<file path="src/rrs_pkg.sv">
// Relay retransmission scheduler: shared types, codes and constants.
// Used by rrs_store, rrs_ctrl and relay_retransmission_scheduler.
package rrs_pkg;

  localparam int NUM_RELAYS_DEF = 4;
  localparam int NUM_SLOTS_DEF  = 4;

  localparam int RELAY_W   = 3;   // relay id, 0 means none
  localparam int RETRY_W   = 4;
  localparam int WINDOW_W  = 4;   // slots at this index and above are never awake
  localparam int RATIO_W   = 16;  // Q0.16 delivery ratio
  localparam int SLOT_AW   = 4;   // slot address bus, fits up to 16 slots
  localparam int SCAN_W    = RETRY_W + 1;
  localparam int UPD_W     = 4;
  localparam int MAXRT_RST = 3;
  localparam logic [UPD_W-1:0] UPDATES_NEEDED = UPD_W'(8);

  localparam int IN_DATA_W  = 32;
  localparam int OUT_DATA_W = 32;

  typedef logic [1:0] cmd_t;
  localparam cmd_t CMD_NEW_FRAME = 2'd0;
  localparam cmd_t CMD_WINDOW    = 2'd1;
  localparam cmd_t CMD_RATIO     = 2'd2;
  localparam cmd_t CMD_OUTCOME   = 2'd3;

  typedef logic [1:0] kind_t;
  localparam kind_t KIND_ASK    = 2'd0;
  localparam kind_t KIND_SEND   = 2'd1;
  localparam kind_t KIND_ACK    = 2'd2;
  localparam kind_t KIND_REPORT = 2'd3;

  // write request into the relay / slot store
  typedef struct packed {
    logic                win_we;
    logic                ratio_we;
    logic [RELAY_W-1:0]  rel_idx;
    logic [WINDOW_W-1:0] win;
    logic [RATIO_W-1:0]  ratio;
    logic                tbl_we;
    logic [SLOT_AW-1:0]  slot_idx;
    logic [RELAY_W-1:0]  tbl_relay;
  } rrs_wr_t;

  // read data from the store
  typedef struct packed {
    logic [RATIO_W-1:0]  ratio;
    logic [WINDOW_W-1:0] window;
    logic [RELAY_W-1:0]  relay;
  } rrs_rd_t;

  // one result item
  typedef struct packed {
    kind_t               kind;
    logic [RELAY_W-1:0]  target;
    logic [RETRY_W-1:0]  retry;
    logic [RELAY_W-1:0]  rrel;
    logic [RATIO_W-1:0]  ratio;
    logic                last;
  } rrs_res_t;

endpackage

</file>
<file path="src/rrs_store.sv">
// Relay windows, ratios, seen flags and the slot-to-relay table.
// One read address per array per cycle. Depends on rrs_pkg.
module rrs_store #(
  parameter int NUM_RELAYS = rrs_pkg::NUM_RELAYS_DEF,
  parameter int NUM_SLOTS  = rrs_pkg::NUM_SLOTS_DEF
) (
  input  logic                              clk_i,
  input  logic                              rst_ni,
  input  rrs_pkg::rrs_wr_t                  wr_i,
  input  logic [rrs_pkg::RELAY_W-1:0]       rel_addr_i,
  input  logic [rrs_pkg::SLOT_AW-1:0]       slot_addr_i,
  output rrs_pkg::rrs_rd_t                  rd_o,
  output logic [NUM_RELAYS-1:0]             seen_o
);

  localparam int REL_IW  = (NUM_RELAYS > 1) ? $clog2(NUM_RELAYS) : 1;
  localparam int SLOT_IW = (NUM_SLOTS > 1) ? $clog2(NUM_SLOTS) : 1;

  logic [rrs_pkg::WINDOW_W-1:0] win_q   [NUM_RELAYS];
  logic [rrs_pkg::RATIO_W-1:0]  ratio_q [NUM_RELAYS];
  logic [rrs_pkg::RELAY_W-1:0]  tbl_q   [NUM_SLOTS];
  logic [NUM_RELAYS-1:0]        seen_q;

  logic [REL_IW-1:0]  wr_rel;
  logic [SLOT_IW-1:0] wr_slot;
  logic [REL_IW-1:0]  rd_rel;
  logic [SLOT_IW-1:0] rd_slot;

  assign wr_rel  = wr_i.rel_idx[REL_IW-1:0];
  assign wr_slot = wr_i.slot_idx[SLOT_IW-1:0];
  assign rd_rel  = rel_addr_i[REL_IW-1:0];
  assign rd_slot = slot_addr_i[SLOT_IW-1:0];

  always_ff @(posedge clk_i or negedge rst_ni) begin
    if (!rst_ni) begin
      for (int k = 0; k < NUM_RELAYS; k++) begin
        win_q[k]   <= '0;
        ratio_q[k] <= '0;
      end
      for (int s = 0; s < NUM_SLOTS; s++) begin
        tbl_q[s] <= '0;
      end
      seen_q <= '0;
    end else begin
      if (wr_i.win_we) begin
        win_q[wr_rel]  <= wr_i.win;
        seen_q[wr_rel] <= 1'b1;
      end
      if (wr_i.ratio_we) begin
        ratio_q[wr_rel] <= wr_i.ratio;
      end
      if (wr_i.tbl_we) begin
        tbl_q[wr_slot] <= wr_i.tbl_relay;
      end
    end
  end

  assign rd_o.ratio  = ratio_q[rd_rel];
  assign rd_o.window = win_q[rd_rel];
  assign rd_o.relay  = tbl_q[rd_slot];
  assign seen_o      = seen_q;

endmodule

</file>
<file path="src/rrs_ctrl.sv">
// Sequencer: command decode, table rebuild over relays x slots with one
// ratio comparator, slot selection scan and the result register. Depends on rrs_pkg.
module rrs_ctrl #(
  parameter int NUM_RELAYS = rrs_pkg::NUM_RELAYS_DEF,
  parameter int NUM_SLOTS  = rrs_pkg::NUM_SLOTS_DEF
) (
  input  logic                              clk_i,
  input  logic                              rst_ni,
  input  logic                              cfg_we_i,
  input  logic [rrs_pkg::RETRY_W-1:0]       cfg_wdata_i,
  input  logic                              in_valid_i,
  output logic                              in_ready_o,
  input  rrs_pkg::cmd_t                     cmd_i,
  input  logic [rrs_pkg::RELAY_W-1:0]       relay_id_i,
  input  logic [rrs_pkg::RETRY_W-1:0]       retry_i,
  input  logic [rrs_pkg::WINDOW_W-1:0]      window_i,
  input  logic [rrs_pkg::RATIO_W-1:0]       ratio_i,
  input  logic                              failed_i,
  output logic                              out_valid_o,
  input  logic                              out_ready_i,
  output rrs_pkg::rrs_res_t                 res_o,
  output rrs_pkg::rrs_wr_t                  wr_o,
  output logic [rrs_pkg::RELAY_W-1:0]       rel_addr_o,
  output logic [rrs_pkg::SLOT_AW-1:0]       slot_addr_o,
  input  rrs_pkg::rrs_rd_t                  rd_i,
  input  logic [NUM_RELAYS-1:0]             seen_i
);

  localparam int REL_IW   = (NUM_RELAYS > 1) ? $clog2(NUM_RELAYS) : 1;
  localparam int SLOT_IW  = (NUM_SLOTS > 1) ? $clog2(NUM_SLOTS) : 1;
  localparam int LAST_REL = (NUM_RELAYS < 7) ? NUM_RELAYS : 7;

  localparam logic [2:0] S_IDLE        = 3'd0;
  localparam logic [2:0] S_RB_REL      = 3'd1;
  localparam logic [2:0] S_RB_SLOT     = 3'd2;
  localparam logic [2:0] S_SEL         = 3'd3;
  localparam logic [2:0] S_WAIT_REPORT = 3'd4;
  localparam logic [2:0] S_WAIT_LAST   = 3'd5;

  logic [2:0]                    state_q, state_d;
  logic [rrs_pkg::RETRY_W-1:0]   max_q, max_d;
  logic [rrs_pkg::UPD_W-1:0]     upd_q, upd_d;
  logic [rrs_pkg::RETRY_W-1:0]   retry_q, retry_d;
  logic                          acked_q, acked_d;
  logic                          waiting_q, waiting_d;
  logic [rrs_pkg::RELAY_W-1:0]   resp_q, resp_d;
  logic                          res_valid_q, res_valid_d;

  logic [rrs_pkg::RELAY_W-1:0]   rel_q, rel_d;
  logic [SLOT_IW-1:0]            i_q, i_d;
  logic [1:0]                    n_q, n_d;
  logic [NUM_SLOTS-1:0]          cand_q, cand_d;
  logic [rrs_pkg::RATIO_W-1:0]   mine_q, mine_d;
  logic [rrs_pkg::WINDOW_W-1:0]  win_q, win_d;
  logic [rrs_pkg::SCAN_W-1:0]    r_q, r_d;
  rrs_pkg::rrs_res_t             res_q, res_d;

  logic                          accept;
  logic                          out_fire;
  logic [rrs_pkg::UPD_W-1:0]     upd_inc;
  logic [rrs_pkg::RELAY_W-1:0]   rel_m1;
  logic [REL_IW-1:0]             seen_idx;
  logic [rrs_pkg::RELAY_W-1:0]   held;
  logic [rrs_pkg::RATIO_W-1:0]   held_ratio;
  logic [rrs_pkg::SLOT_AW-1:0]   i_ext;
  logic                          awake;
  logic                          take;
  logic                          rel_done;
  logic                          in_range;
  logic                          sel_ok;
  logic [rrs_pkg::SCAN_W-1:0]    r_p1;
  logic [rrs_pkg::RETRY_W-1:0]   r_sat;
  logic [rrs_pkg::RETRY_W-1:0]   r_p1_sat;

  function automatic logic rel_ok(logic [rrs_pkg::RELAY_W-1:0] id);
    return (id != '0) && (32'(id) <= NUM_RELAYS);
  endfunction

  function automatic rrs_pkg::rrs_res_t mk_res(rrs_pkg::kind_t k,
                                               logic [rrs_pkg::RELAY_W-1:0] tgt,
                                               logic [rrs_pkg::RETRY_W-1:0] rt,
                                               logic [rrs_pkg::RELAY_W-1:0] rr,
                                               logic [rrs_pkg::RATIO_W-1:0] rat,
                                               logic lst);
    rrs_pkg::rrs_res_t r;
    r.kind   = k;
    r.target = tgt;
    r.retry  = rt;
    r.rrel   = rr;
    r.ratio  = rat;
    r.last   = lst;
    return r;
  endfunction

  assign in_ready_o  = (state_q == S_IDLE);
  assign accept      = in_valid_i & in_ready_o;
  assign out_valid_o = res_valid_q;
  assign out_fire    = res_valid_q & out_ready_i;
  assign res_o       = res_q;

  assign upd_inc  = (upd_q == {rrs_pkg::UPD_W{1'b1}}) ? upd_q : upd_q + 1'b1;
  assign rel_m1   = rel_q - 1'b1;
  assign seen_idx = rel_m1[REL_IW-1:0];
  assign rel_done = (rel_q == rrs_pkg::RELAY_W'(LAST_REL));

  // rebuild step: compare holder's ratio against this relay's
  assign held       = rd_i.relay;
  assign held_ratio = rel_ok(held) ? rd_i.ratio : '0;
  assign i_ext      = rrs_pkg::SLOT_AW'(i_q);
  assign awake      = (i_ext < rrs_pkg::SLOT_AW'(rrs_pkg::WINDOW_W)) && win_q[i_ext[1:0]];
  assign take       = awake && (((held_ratio < mine_q) && (n_q == '0)) ||
                                (cand_q[i_q] && (n_q == '0)) || (held == '0));

  // selection step
  assign in_range = (32'(r_q) < NUM_SLOTS);
  assign sel_ok   = in_range && (r_q <= {1'b0, max_q});
  assign r_p1     = r_q + 1'b1;
  assign r_sat    = r_q[rrs_pkg::RETRY_W] ? {rrs_pkg::RETRY_W{1'b1}} : r_q[rrs_pkg::RETRY_W-1:0];
  assign r_p1_sat = r_p1[rrs_pkg::RETRY_W] ? {rrs_pkg::RETRY_W{1'b1}}
                                           : r_p1[rrs_pkg::RETRY_W-1:0];

  always_comb begin
    state_d     = state_q;
    max_d       = max_q;
    upd_d       = upd_q;
    retry_d     = retry_q;
    acked_d     = acked_q;
    waiting_d   = waiting_q;
    resp_d      = resp_q;
    res_valid_d = res_valid_q;
    rel_d       = rel_q;
    i_d         = i_q;
    n_d         = n_q;
    cand_d      = cand_q;
    mine_d      = mine_q;
    win_d       = win_q;
    r_d         = r_q;
    res_d       = res_q;
    wr_o        = '0;
    rel_addr_o  = resp_q - 1'b1;
    slot_addr_o = i_ext;

    if (cfg_we_i) begin
      max_d = cfg_wdata_i;
    end

    unique case (state_q)
      S_IDLE: begin
        if (accept) begin
          unique case (cmd_i)
            rrs_pkg::CMD_NEW_FRAME: begin
              retry_d     = retry_i;
              acked_d     = 1'b0;
              waiting_d   = 1'b1;
              upd_d       = '0;
              res_d       = mk_res(rrs_pkg::KIND_ASK, '0, '0, '0, '0, 1'b1);
              res_valid_d = 1'b1;
              state_d     = S_WAIT_LAST;
            end
            rrs_pkg::CMD_WINDOW, rrs_pkg::CMD_RATIO: begin
              wr_o.win_we   = (cmd_i == rrs_pkg::CMD_WINDOW) && rel_ok(relay_id_i);
              wr_o.ratio_we = (cmd_i == rrs_pkg::CMD_RATIO) && rel_ok(relay_id_i);
              wr_o.rel_idx  = relay_id_i - 1'b1;
              wr_o.win      = window_i;
              wr_o.ratio    = ratio_i;
              upd_d         = upd_inc;
              if (upd_inc == rrs_pkg::UPDATES_NEEDED) begin
                waiting_d = 1'b0;
                rel_d     = rrs_pkg::RELAY_W'(1);
                cand_d    = '1;
                state_d   = S_RB_REL;
              end
            end
            rrs_pkg::CMD_OUTCOME: begin
              resp_d  = relay_id_i;
              retry_d = retry_i;
              acked_d = ~failed_i;
              if (waiting_q) begin
                if (upd_q == '0) begin
                  res_d       = mk_res(rrs_pkg::KIND_ASK, '0, '0, '0, '0, 1'b1);
                  res_valid_d = 1'b1;
                  state_d     = S_WAIT_LAST;
                end
              end else begin
                r_d     = {1'b0, retry_i};
                state_d = S_SEL;
              end
            end
            default: ;
          endcase
        end
      end

      S_RB_REL: begin
        rel_addr_o = rel_m1;
        if (seen_i[seen_idx]) begin
          mine_d  = rd_i.ratio;
          win_d   = rd_i.window;
          i_d     = '0;
          n_d     = '0;
          state_d = S_RB_SLOT;
        end else if (rel_done) begin
          r_d     = {1'b0, retry_q};
          state_d = S_SEL;
        end else begin
          rel_d = rel_q + 1'b1;
        end
      end

      S_RB_SLOT: begin
        slot_addr_o = i_ext;
        rel_addr_o  = held - 1'b1;
        if (take) begin
          wr_o.tbl_we    = 1'b1;
          wr_o.slot_idx  = i_ext;
          wr_o.tbl_relay = rel_q;
          n_d            = (n_q == 2'd2) ? n_q : n_q + 2'd1;
          cand_d[i_q]    = (n_q != '0);
        end
        if (i_q == SLOT_IW'(NUM_SLOTS - 1)) begin
          if (rel_done) begin
            r_d     = {1'b0, retry_q};
            state_d = S_SEL;
          end else begin
            rel_d   = rel_q + 1'b1;
            state_d = S_RB_REL;
          end
        end else begin
          i_d = i_q + 1'b1;
        end
      end

      S_SEL: begin
        slot_addr_o = rrs_pkg::SLOT_AW'(r_q[SLOT_IW-1:0]);
        if (in_range && (rd_i.relay == '0)) begin
          r_d = r_p1;
        end else if (sel_ok && !acked_q) begin
          retry_d     = r_p1_sat;
          res_d       = mk_res(rrs_pkg::KIND_SEND, rd_i.relay, r_p1_sat, '0, '0, 1'b1);
          res_valid_d = 1'b1;
          state_d     = S_WAIT_LAST;
        end else if (sel_ok) begin
          retry_d     = r_q[rrs_pkg::RETRY_W-1:0];
          res_d       = mk_res(rrs_pkg::KIND_ACK, '0, '0, '0, '0, 1'b1);
          res_valid_d = 1'b1;
          state_d     = S_WAIT_LAST;
        end else begin
          // out of slots or over the limit: ack, then give-up report
          retry_d     = r_sat;
          res_d       = mk_res(rrs_pkg::KIND_ACK, '0, '0, '0, '0, 1'b0);
          res_valid_d = 1'b1;
          state_d     = S_WAIT_REPORT;
        end
      end

      S_WAIT_REPORT: begin
        rel_addr_o = resp_q - 1'b1;
        if (out_fire) begin
          res_d   = mk_res(rrs_pkg::KIND_REPORT, '0, retry_q, resp_q,
                           rel_ok(resp_q) ? rd_i.ratio : '0, 1'b1);
          state_d = S_WAIT_LAST;
        end
      end

      S_WAIT_LAST: begin
        if (out_fire) begin
          res_valid_d = 1'b0;
          state_d     = S_IDLE;
        end
      end

      default: state_d = S_IDLE;
    endcase
  end

  always_ff @(posedge clk_i or negedge rst_ni) begin
    if (!rst_ni) begin
      state_q     <= S_IDLE;
      max_q       <= rrs_pkg::RETRY_W'(rrs_pkg::MAXRT_RST);
      upd_q       <= '0;
      retry_q     <= '0;
      acked_q     <= 1'b0;
      waiting_q   <= 1'b0;
      resp_q      <= '0;
      res_valid_q <= 1'b0;
    end else begin
      state_q     <= state_d;
      max_q       <= max_d;
      upd_q       <= upd_d;
      retry_q     <= retry_d;
      acked_q     <= acked_d;
      waiting_q   <= waiting_d;
      resp_q      <= resp_d;
      res_valid_q <= res_valid_d;
    end
  end

  always_ff @(posedge clk_i) begin
    rel_q  <= rel_d;
    i_q    <= i_d;
    n_q    <= n_d;
    cand_q <= cand_d;
    mine_q <= mine_d;
    win_q  <= win_d;
    r_q    <= r_d;
    res_q  <= res_d;
  end

endmodule

</file>
<file path="src/relay_retransmission_scheduler.sv">
// Relay retransmission scheduler, top level: stream ports and field packing.
// Instantiates rrs_ctrl and rrs_store; depends on rrs_pkg.

// One request is taken at a time; s_axis_tready is high only while the block is
// idle. A new-frame request, an update that is not the eighth, or an outcome while
// waiting for updates is handled straight from idle; a result that it gives waits
// on m_axis_tready. The eighth update rebuilds the slot table: the sequencer walks
// each relay up to min(NUM_RELAYS,7) and each slot of every relay with a stored
// window through a single ratio comparator; selection then scans one slot a cycle.
// An outcome outside the update phase goes straight to the selection scan. Give-up
// produces two results in turn, the acknowledge (tlast low) then the report.
// Config writes land at once.
module relay_retransmission_scheduler #(
  parameter int NUM_RELAYS = rrs_pkg::NUM_RELAYS_DEF,
  parameter int NUM_SLOTS  = rrs_pkg::NUM_SLOTS_DEF
) (
  input  logic                              clk_i,
  input  logic                              rst_ni,
  input  logic                              cfg_we_i,
  input  logic [rrs_pkg::RETRY_W-1:0]       cfg_wdata_i,    // max_retransmissions
  input  logic                              s_axis_tvalid,
  output logic                              s_axis_tready,
  // relay_id[2:0], retry_count_in[6:3], window_bits[10:7],
  // delivery_ratio[26:11], failed[27], zero[31:28]
  input  logic [rrs_pkg::IN_DATA_W-1:0]     s_axis_tdata,
  input  logic [1:0]                        s_axis_tuser,   // cmd[1:0]
  output logic                              m_axis_tvalid,
  input  logic                              m_axis_tready,
  // target_relay[2:0], retry_count_out[6:3], report_relay[9:7],
  // report_ratio[25:10], zero[31:26]
  output logic [rrs_pkg::OUT_DATA_W-1:0]    m_axis_tdata,
  output logic [1:0]                        m_axis_tuser,   // kind[1:0]
  output logic                              m_axis_tlast
);

  rrs_pkg::rrs_wr_t               wr;
  rrs_pkg::rrs_rd_t               rd;
  rrs_pkg::rrs_res_t              res;
  logic [rrs_pkg::RELAY_W-1:0]    rel_addr;
  logic [rrs_pkg::SLOT_AW-1:0]    slot_addr;
  logic [NUM_RELAYS-1:0]          seen;

  rrs_ctrl #(
    .NUM_RELAYS (NUM_RELAYS),
    .NUM_SLOTS  (NUM_SLOTS)
  ) u_ctrl (
    .clk_i       (clk_i),
    .rst_ni      (rst_ni),
    .cfg_we_i    (cfg_we_i),
    .cfg_wdata_i (cfg_wdata_i),
    .in_valid_i  (s_axis_tvalid),
    .in_ready_o  (s_axis_tready),
    .cmd_i       (s_axis_tuser),
    .relay_id_i  (s_axis_tdata[2:0]),
    .retry_i     (s_axis_tdata[6:3]),
    .window_i    (s_axis_tdata[10:7]),
    .ratio_i     (s_axis_tdata[26:11]),
    .failed_i    (s_axis_tdata[27]),
    .out_valid_o (m_axis_tvalid),
    .out_ready_i (m_axis_tready),
    .res_o       (res),
    .wr_o        (wr),
    .rel_addr_o  (rel_addr),
    .slot_addr_o (slot_addr),
    .rd_i        (rd),
    .seen_i      (seen)
  );

  rrs_store #(
    .NUM_RELAYS (NUM_RELAYS),
    .NUM_SLOTS  (NUM_SLOTS)
  ) u_store (
    .clk_i       (clk_i),
    .rst_ni      (rst_ni),
    .wr_i        (wr),
    .rel_addr_i  (rel_addr),
    .slot_addr_i (slot_addr),
    .rd_o        (rd),
    .seen_o      (seen)
  );

  assign m_axis_tdata = {6'd0, res.ratio, res.rrel, res.retry, res.target};
  assign m_axis_tuser = res.kind;
  assign m_axis_tlast = res.last;

endmodule
</file>
<file path="config.mk">
export PLATFORM = sky130hd
export DESIGN_NAME = relay_retransmission_scheduler
export DESIGN_NICKNAME = d
export VERILOG_FILES = /design/src/rrs_pkg.sv /design/src/rrs_store.sv /design/src/rrs_ctrl.sv /design/src/relay_retransmission_scheduler.sv
export SDC_FILE = /design/constraint.sdc
export NUM_CORES = 1
export LEC_CHECK = 0
export BUFFER_PORTS_ARGS = -buffer_cell sky130_fd_sc_hd__buf_2
export CORE_MARGIN = 1
export CORE_UTILIZATION = 54
export DETAILED_ROUTE_END_ITERATION = 12
export HOLD_SLACK_MARGIN = 0.06
export PLACE_DENSITY = 0.84
export SYNTH_ARGS = -nofsm -noshare
export SYNTH_HDL_FRONTEND = slang
export SYNTH_SLANG_ARGS = --single-unit
</file>
<file path="constraint.sdc">
create_clock -name clk_i -period 4.7 [get_ports clk_i]
set_clock_uncertainty 0.05 [all_clocks]
set_input_delay 0.705 -clock clk_i [delete_from_list [all_inputs] [get_ports clk_i]]
set_output_delay 0.705 -clock clk_i [all_outputs]
set_load 0.02 [all_outputs]
</file>
==> flow_metrics.tcl <==
set metrics [dict create \
    hold_class "in -> async" \
    design_area_sq_um 11000 \
    crit_type "reg -> reg" \
    grt_pass1_vias 6852 \
    period_minus_slack_ns 4.69 \
    vias_per_cell 5.84 \
    dp.cells 1186 \
    irDropWorstVdd_mv 0.408 \
    holdBufCountCts 0 \
    syn_area_per_cell_sq_um 10.4 \
    power.internal_mw 4.16 \
    synth_ff_type "dfrtp_1" \
    async_flop_share_pct 64.3 \
    cts_sinks 182 \
    drive_gt1_share_pct 23.5 \
    synth_edf_count 65 \
    synth_seq_cells 182 \
    endpoint "u_store.tbl_q[1]" \
    cp-end-kind "register" \
    clkPwrFrac_pct 21.2 \
    grt-ovfl-total 0 \
    power_switching_mw 2.82 \
    fmax_ghz 0.213 \
    synthTopCellsByArea "dfrtp_1 (31%), edfxtp_1 (21%), nand2_1 (5.3%)" \
    cts_buffer_depth 2 \
    synth_seq_area_share_pct 52.1 \
    synth_cells 904 \
    maxUsedRoutingLayer "met4" \
    io_pins 80 \
    die_area_sq_um 17900 \
    status "finished clean" \
    yosysWarnings 0 \
    dpl-instance-area_sq_um 10100 \
    cp.required_ns 4.97 \
    wl_met3_um 1630 \
    power_density_nw_per_um2 637 \
    wl_met2_um 11000 \
    core-area_sq_um 16800 \
    reg2reg_to "u_store.tbl_q[1]" \
    seqPwrFrac_pct 33.4 \
    timing.final.crit_share_pct 99.8 \
    path_clk_slew_ns 0.07 \
    std_cell_rows 47 \
    pwr-share-comb_pct 45.4 \
    io_buffers 69 \
    rr_startpoint "u_ctrl.i_q[1]" \
    ant_nets 0 \
    cts_tree "built" \
    routabilityCongestion 0.909 \
    n_antenna_cell 0 \
    drv_slew 0 \
    root_buffer "clkbuf_16" \
    met1Wirelength_um 9320 \
    first_pass_iters 8 \
    cp_data_arrival_time_ns 4.96 \
    r2r_slack_ns 0.007 \
    grt_pass1_wl_um 34900 \
    start_util_pct 55.9 \
    grt_max_degree 77 \
    whs_ns 0.355 \
    instances_no_fill 1229 \
    worstPathMaxFanout 6 \
    setup.worst_path.start_class "register" \
    worstSkewPairLatency_ns 0.44 \
    worst_slew_pin_slew_ns 1.10 \
    synth_top_area_cell "dfrtp_1" \
    startpoint "u_ctrl.i_q[1]" \
    fill_cells 1237 \
    final_hold_viol_count 0 \
    die_x_um 134 \
    slew_headroom_pct 26.6 \
    maxCapViolCount 0 \
    cts_buffers 17 \
    antenna_found_initial 1 \
    htree_levels 4 \
    nNetsFinal 1075 \
    syn2layout_area_growth_pct 17.0 \
    wirelength_um 22300 \
    drcViolationCount 0 \
    drtIter0Drc 729 \
    setup_viol 0 \
    die_h_um 134 \
    reg2regPathDepth 18 \
    synth_top_area_share_pct 30.7 \
    p_leak_nw 5.12 \
    dpl.hpwl_um 14400 \
    synth_area_sq_um 9380 \
    dr_total_vias 7176 \
    synth_cell_types 62 \
    grt_usage_pct 25.0 \
    wire_per_inst_um 18.2 \
    netSwitchingFraction_pct 40.4 \
]
per-stage QoR:
step | utilization (%) | setup WS, ns | power, mW | setup TNS [ns]
2_1_floorplan | - | 0.00264 | 4.20 | 0
3_3_place_gp | 60.2 | -0.00581 | 5.06 | -0.0116
3_5_place_dp | 60.2 | -0.0541 | 5.14 | -0.396
4_1_cts | 64.0 | -0.00740 | 6.68 | -0.0173
5_1_grt | 65.5 | -0.122 | 7.28 | -1.46
6_report | 65.5 | 0.00711 | 6.99 | 0
cell usage after synthesis, drive strengths merged, types with 5 or more instances:
cell	number
a21oi	32
a22oi	6
a31oi	6
and2	12
and3	5
buf	15
clkbuf	30
dfrtp	115
edfxtp	65
ha	36
inv	56
mux2	56
mux2i	44
nand2	133
nand2b	8
nand3	17
nand4	7
nor2	72
nor2b	7
nor3	6
o211ai	5
o21ai	98
or2	8
xnor2	5
power by group through the flow:
stage	Combinational, mW	Sequential (mW)	Clock (mW)
2_1_floorplan	1.74	2.45	0
3_3_place_gp	2.74	2.32	0
3_5_place_dp	2.81	2.33	0
4_1_cts	2.89	2.31	1.48
5_1_grt	3.38	2.37	1.54
6_report	3.17	2.33	1.48
cells by family after synthesis:
group,Yosys count,share of synthesized area (%)
AO/OA/AOI/OAI,183,11.6
XOR/XNOR,7,0.654
adder cells (fa/ha/maj),36,4.80
buffers and inverters,101,4.47
flip-flops,182,52.1
multiplexers,104,12.4
other,1,0.0400
AND/OR/NAND/NOR,290,14.0
area by class of cell:
class | count | area, sq um | share of cell area [%]
Timing Repair Buffer | 113 | 722 | 6.58
Multi-Input combinational cell | 626 | 4270 | 38.9
Clock inverter | 14 | 180 | 1.64
Sequential cell | 182 | 4880 | 44.5
Tap cell | 220 | 275 | 2.51
Clock buffer | 18 | 429 | 3.91
Inverter | 56 | 210 | 1.92
metal layers:
layer / vias to the layer above / global-route usage, %
met1: 3438 / 33.4
met2: 335 / 41.2
met3: 51 / 4.72
li1: 3352 / -
met4: 0 / 7.70
met5: - / 0
critical path: stages (launching register included):
cell	delay, ns
edfxtp_1	0.50
mux4_2	0.60
and2_4	0.21
nor2_4	0.10
xnor2_2	0.14
nor2_2	0.07
a21oi_4	0.28
buf_6	0.20
mux2_4	0.34
nor2_4	0.15
ha_4	0.23
a21oi_2	0.12
nor2b_1	0.06
o311a_1	0.34
a211o_1	0.34
a21oi_4	0.21
nand4_1	0.16
buf_6	0.16
mux2_1	0.31
sequential cells by signal (all words and copies together), names as in the netlist, 5 cells and up:
signal,cells
u_ctrl.mine_q,16
u_ctrl.r_q,5
u_ctrl.res_o,29
u_store.ratio_q,64
u_store.tbl_q,12
u_store.win_q,16
timing repair:
| item | CTS | global route |
|---|---|---|
| resized for setup | 7 | 45 |
| buffers inserted | 1 | 10 |
| setup endpoints to repair | 18 | 18 |
| pin swaps | 1 | 12 |
how the worst min path moves through the flow:
| stage | end | slack, ns | cells past startpoint |
|---|---|---|---|
| 5_1_grt | u_ctrl.acked_q | 0.41 | 2 |
| 6_report | u_ctrl.upd_q[0] | 0.36 | 1 |
| 2_1_floorplan | u_ctrl.acked_q | 0.36 | 0 |
| 3_5_place_dp | u_store.seen_o[1] | 0.40 | 1 |
| 3_3_place_gp | u_store.seen_o[0] | 0.40 | 1 |
| 4_1_cts | u_ctrl.upd_q[0] | 0.39 | 1 |
cells in the final DEF, fill, tap and decap left out, types with 4 or more instances in the layout:
| cell type | instances |
|---|---|
| nand2_1 | 132 |
| dfrtp_1 | 115 |
| o21ai_0 | 95 |
| buf_2 | 68 |
| edfxtp_1 | 65 |
| nor2_1 | 64 |
| inv_1 | 55 |
| mux2i_1 | 42 |
| buf_4 | 38 |
| mux2_2 | 35 |
| ha_1 | 34 |
| a21oi_1 | 27 |
| nand3_1 | 17 |
| clkbuf_16 | 17 |
| mux2_4 | 12 |
| and2_1 | 11 |
| mux2_1 | 9 |
| nand2b_1 | 8 |
| or2_2 | 8 |
| nor2b_1 | 7 |
| nand4_1 | 7 |
| a31oi_1 | 6 |
| conb_1 | 6 |
| nor2_2 | 5 |
| o211ai_1 | 5 |
| a22oi_1 | 5 |
| nor3_1 | 5 |
| and3_1 | 5 |
| buf_6 | 5 |
| mux4_2 | 4 |
| a32o_1 | 4 |
| xnor2_1 | 4 |
| a21o_1 | 4 |
| inv_6 | 4 |
No activity file was read; power rests on OpenSTA's default activity.
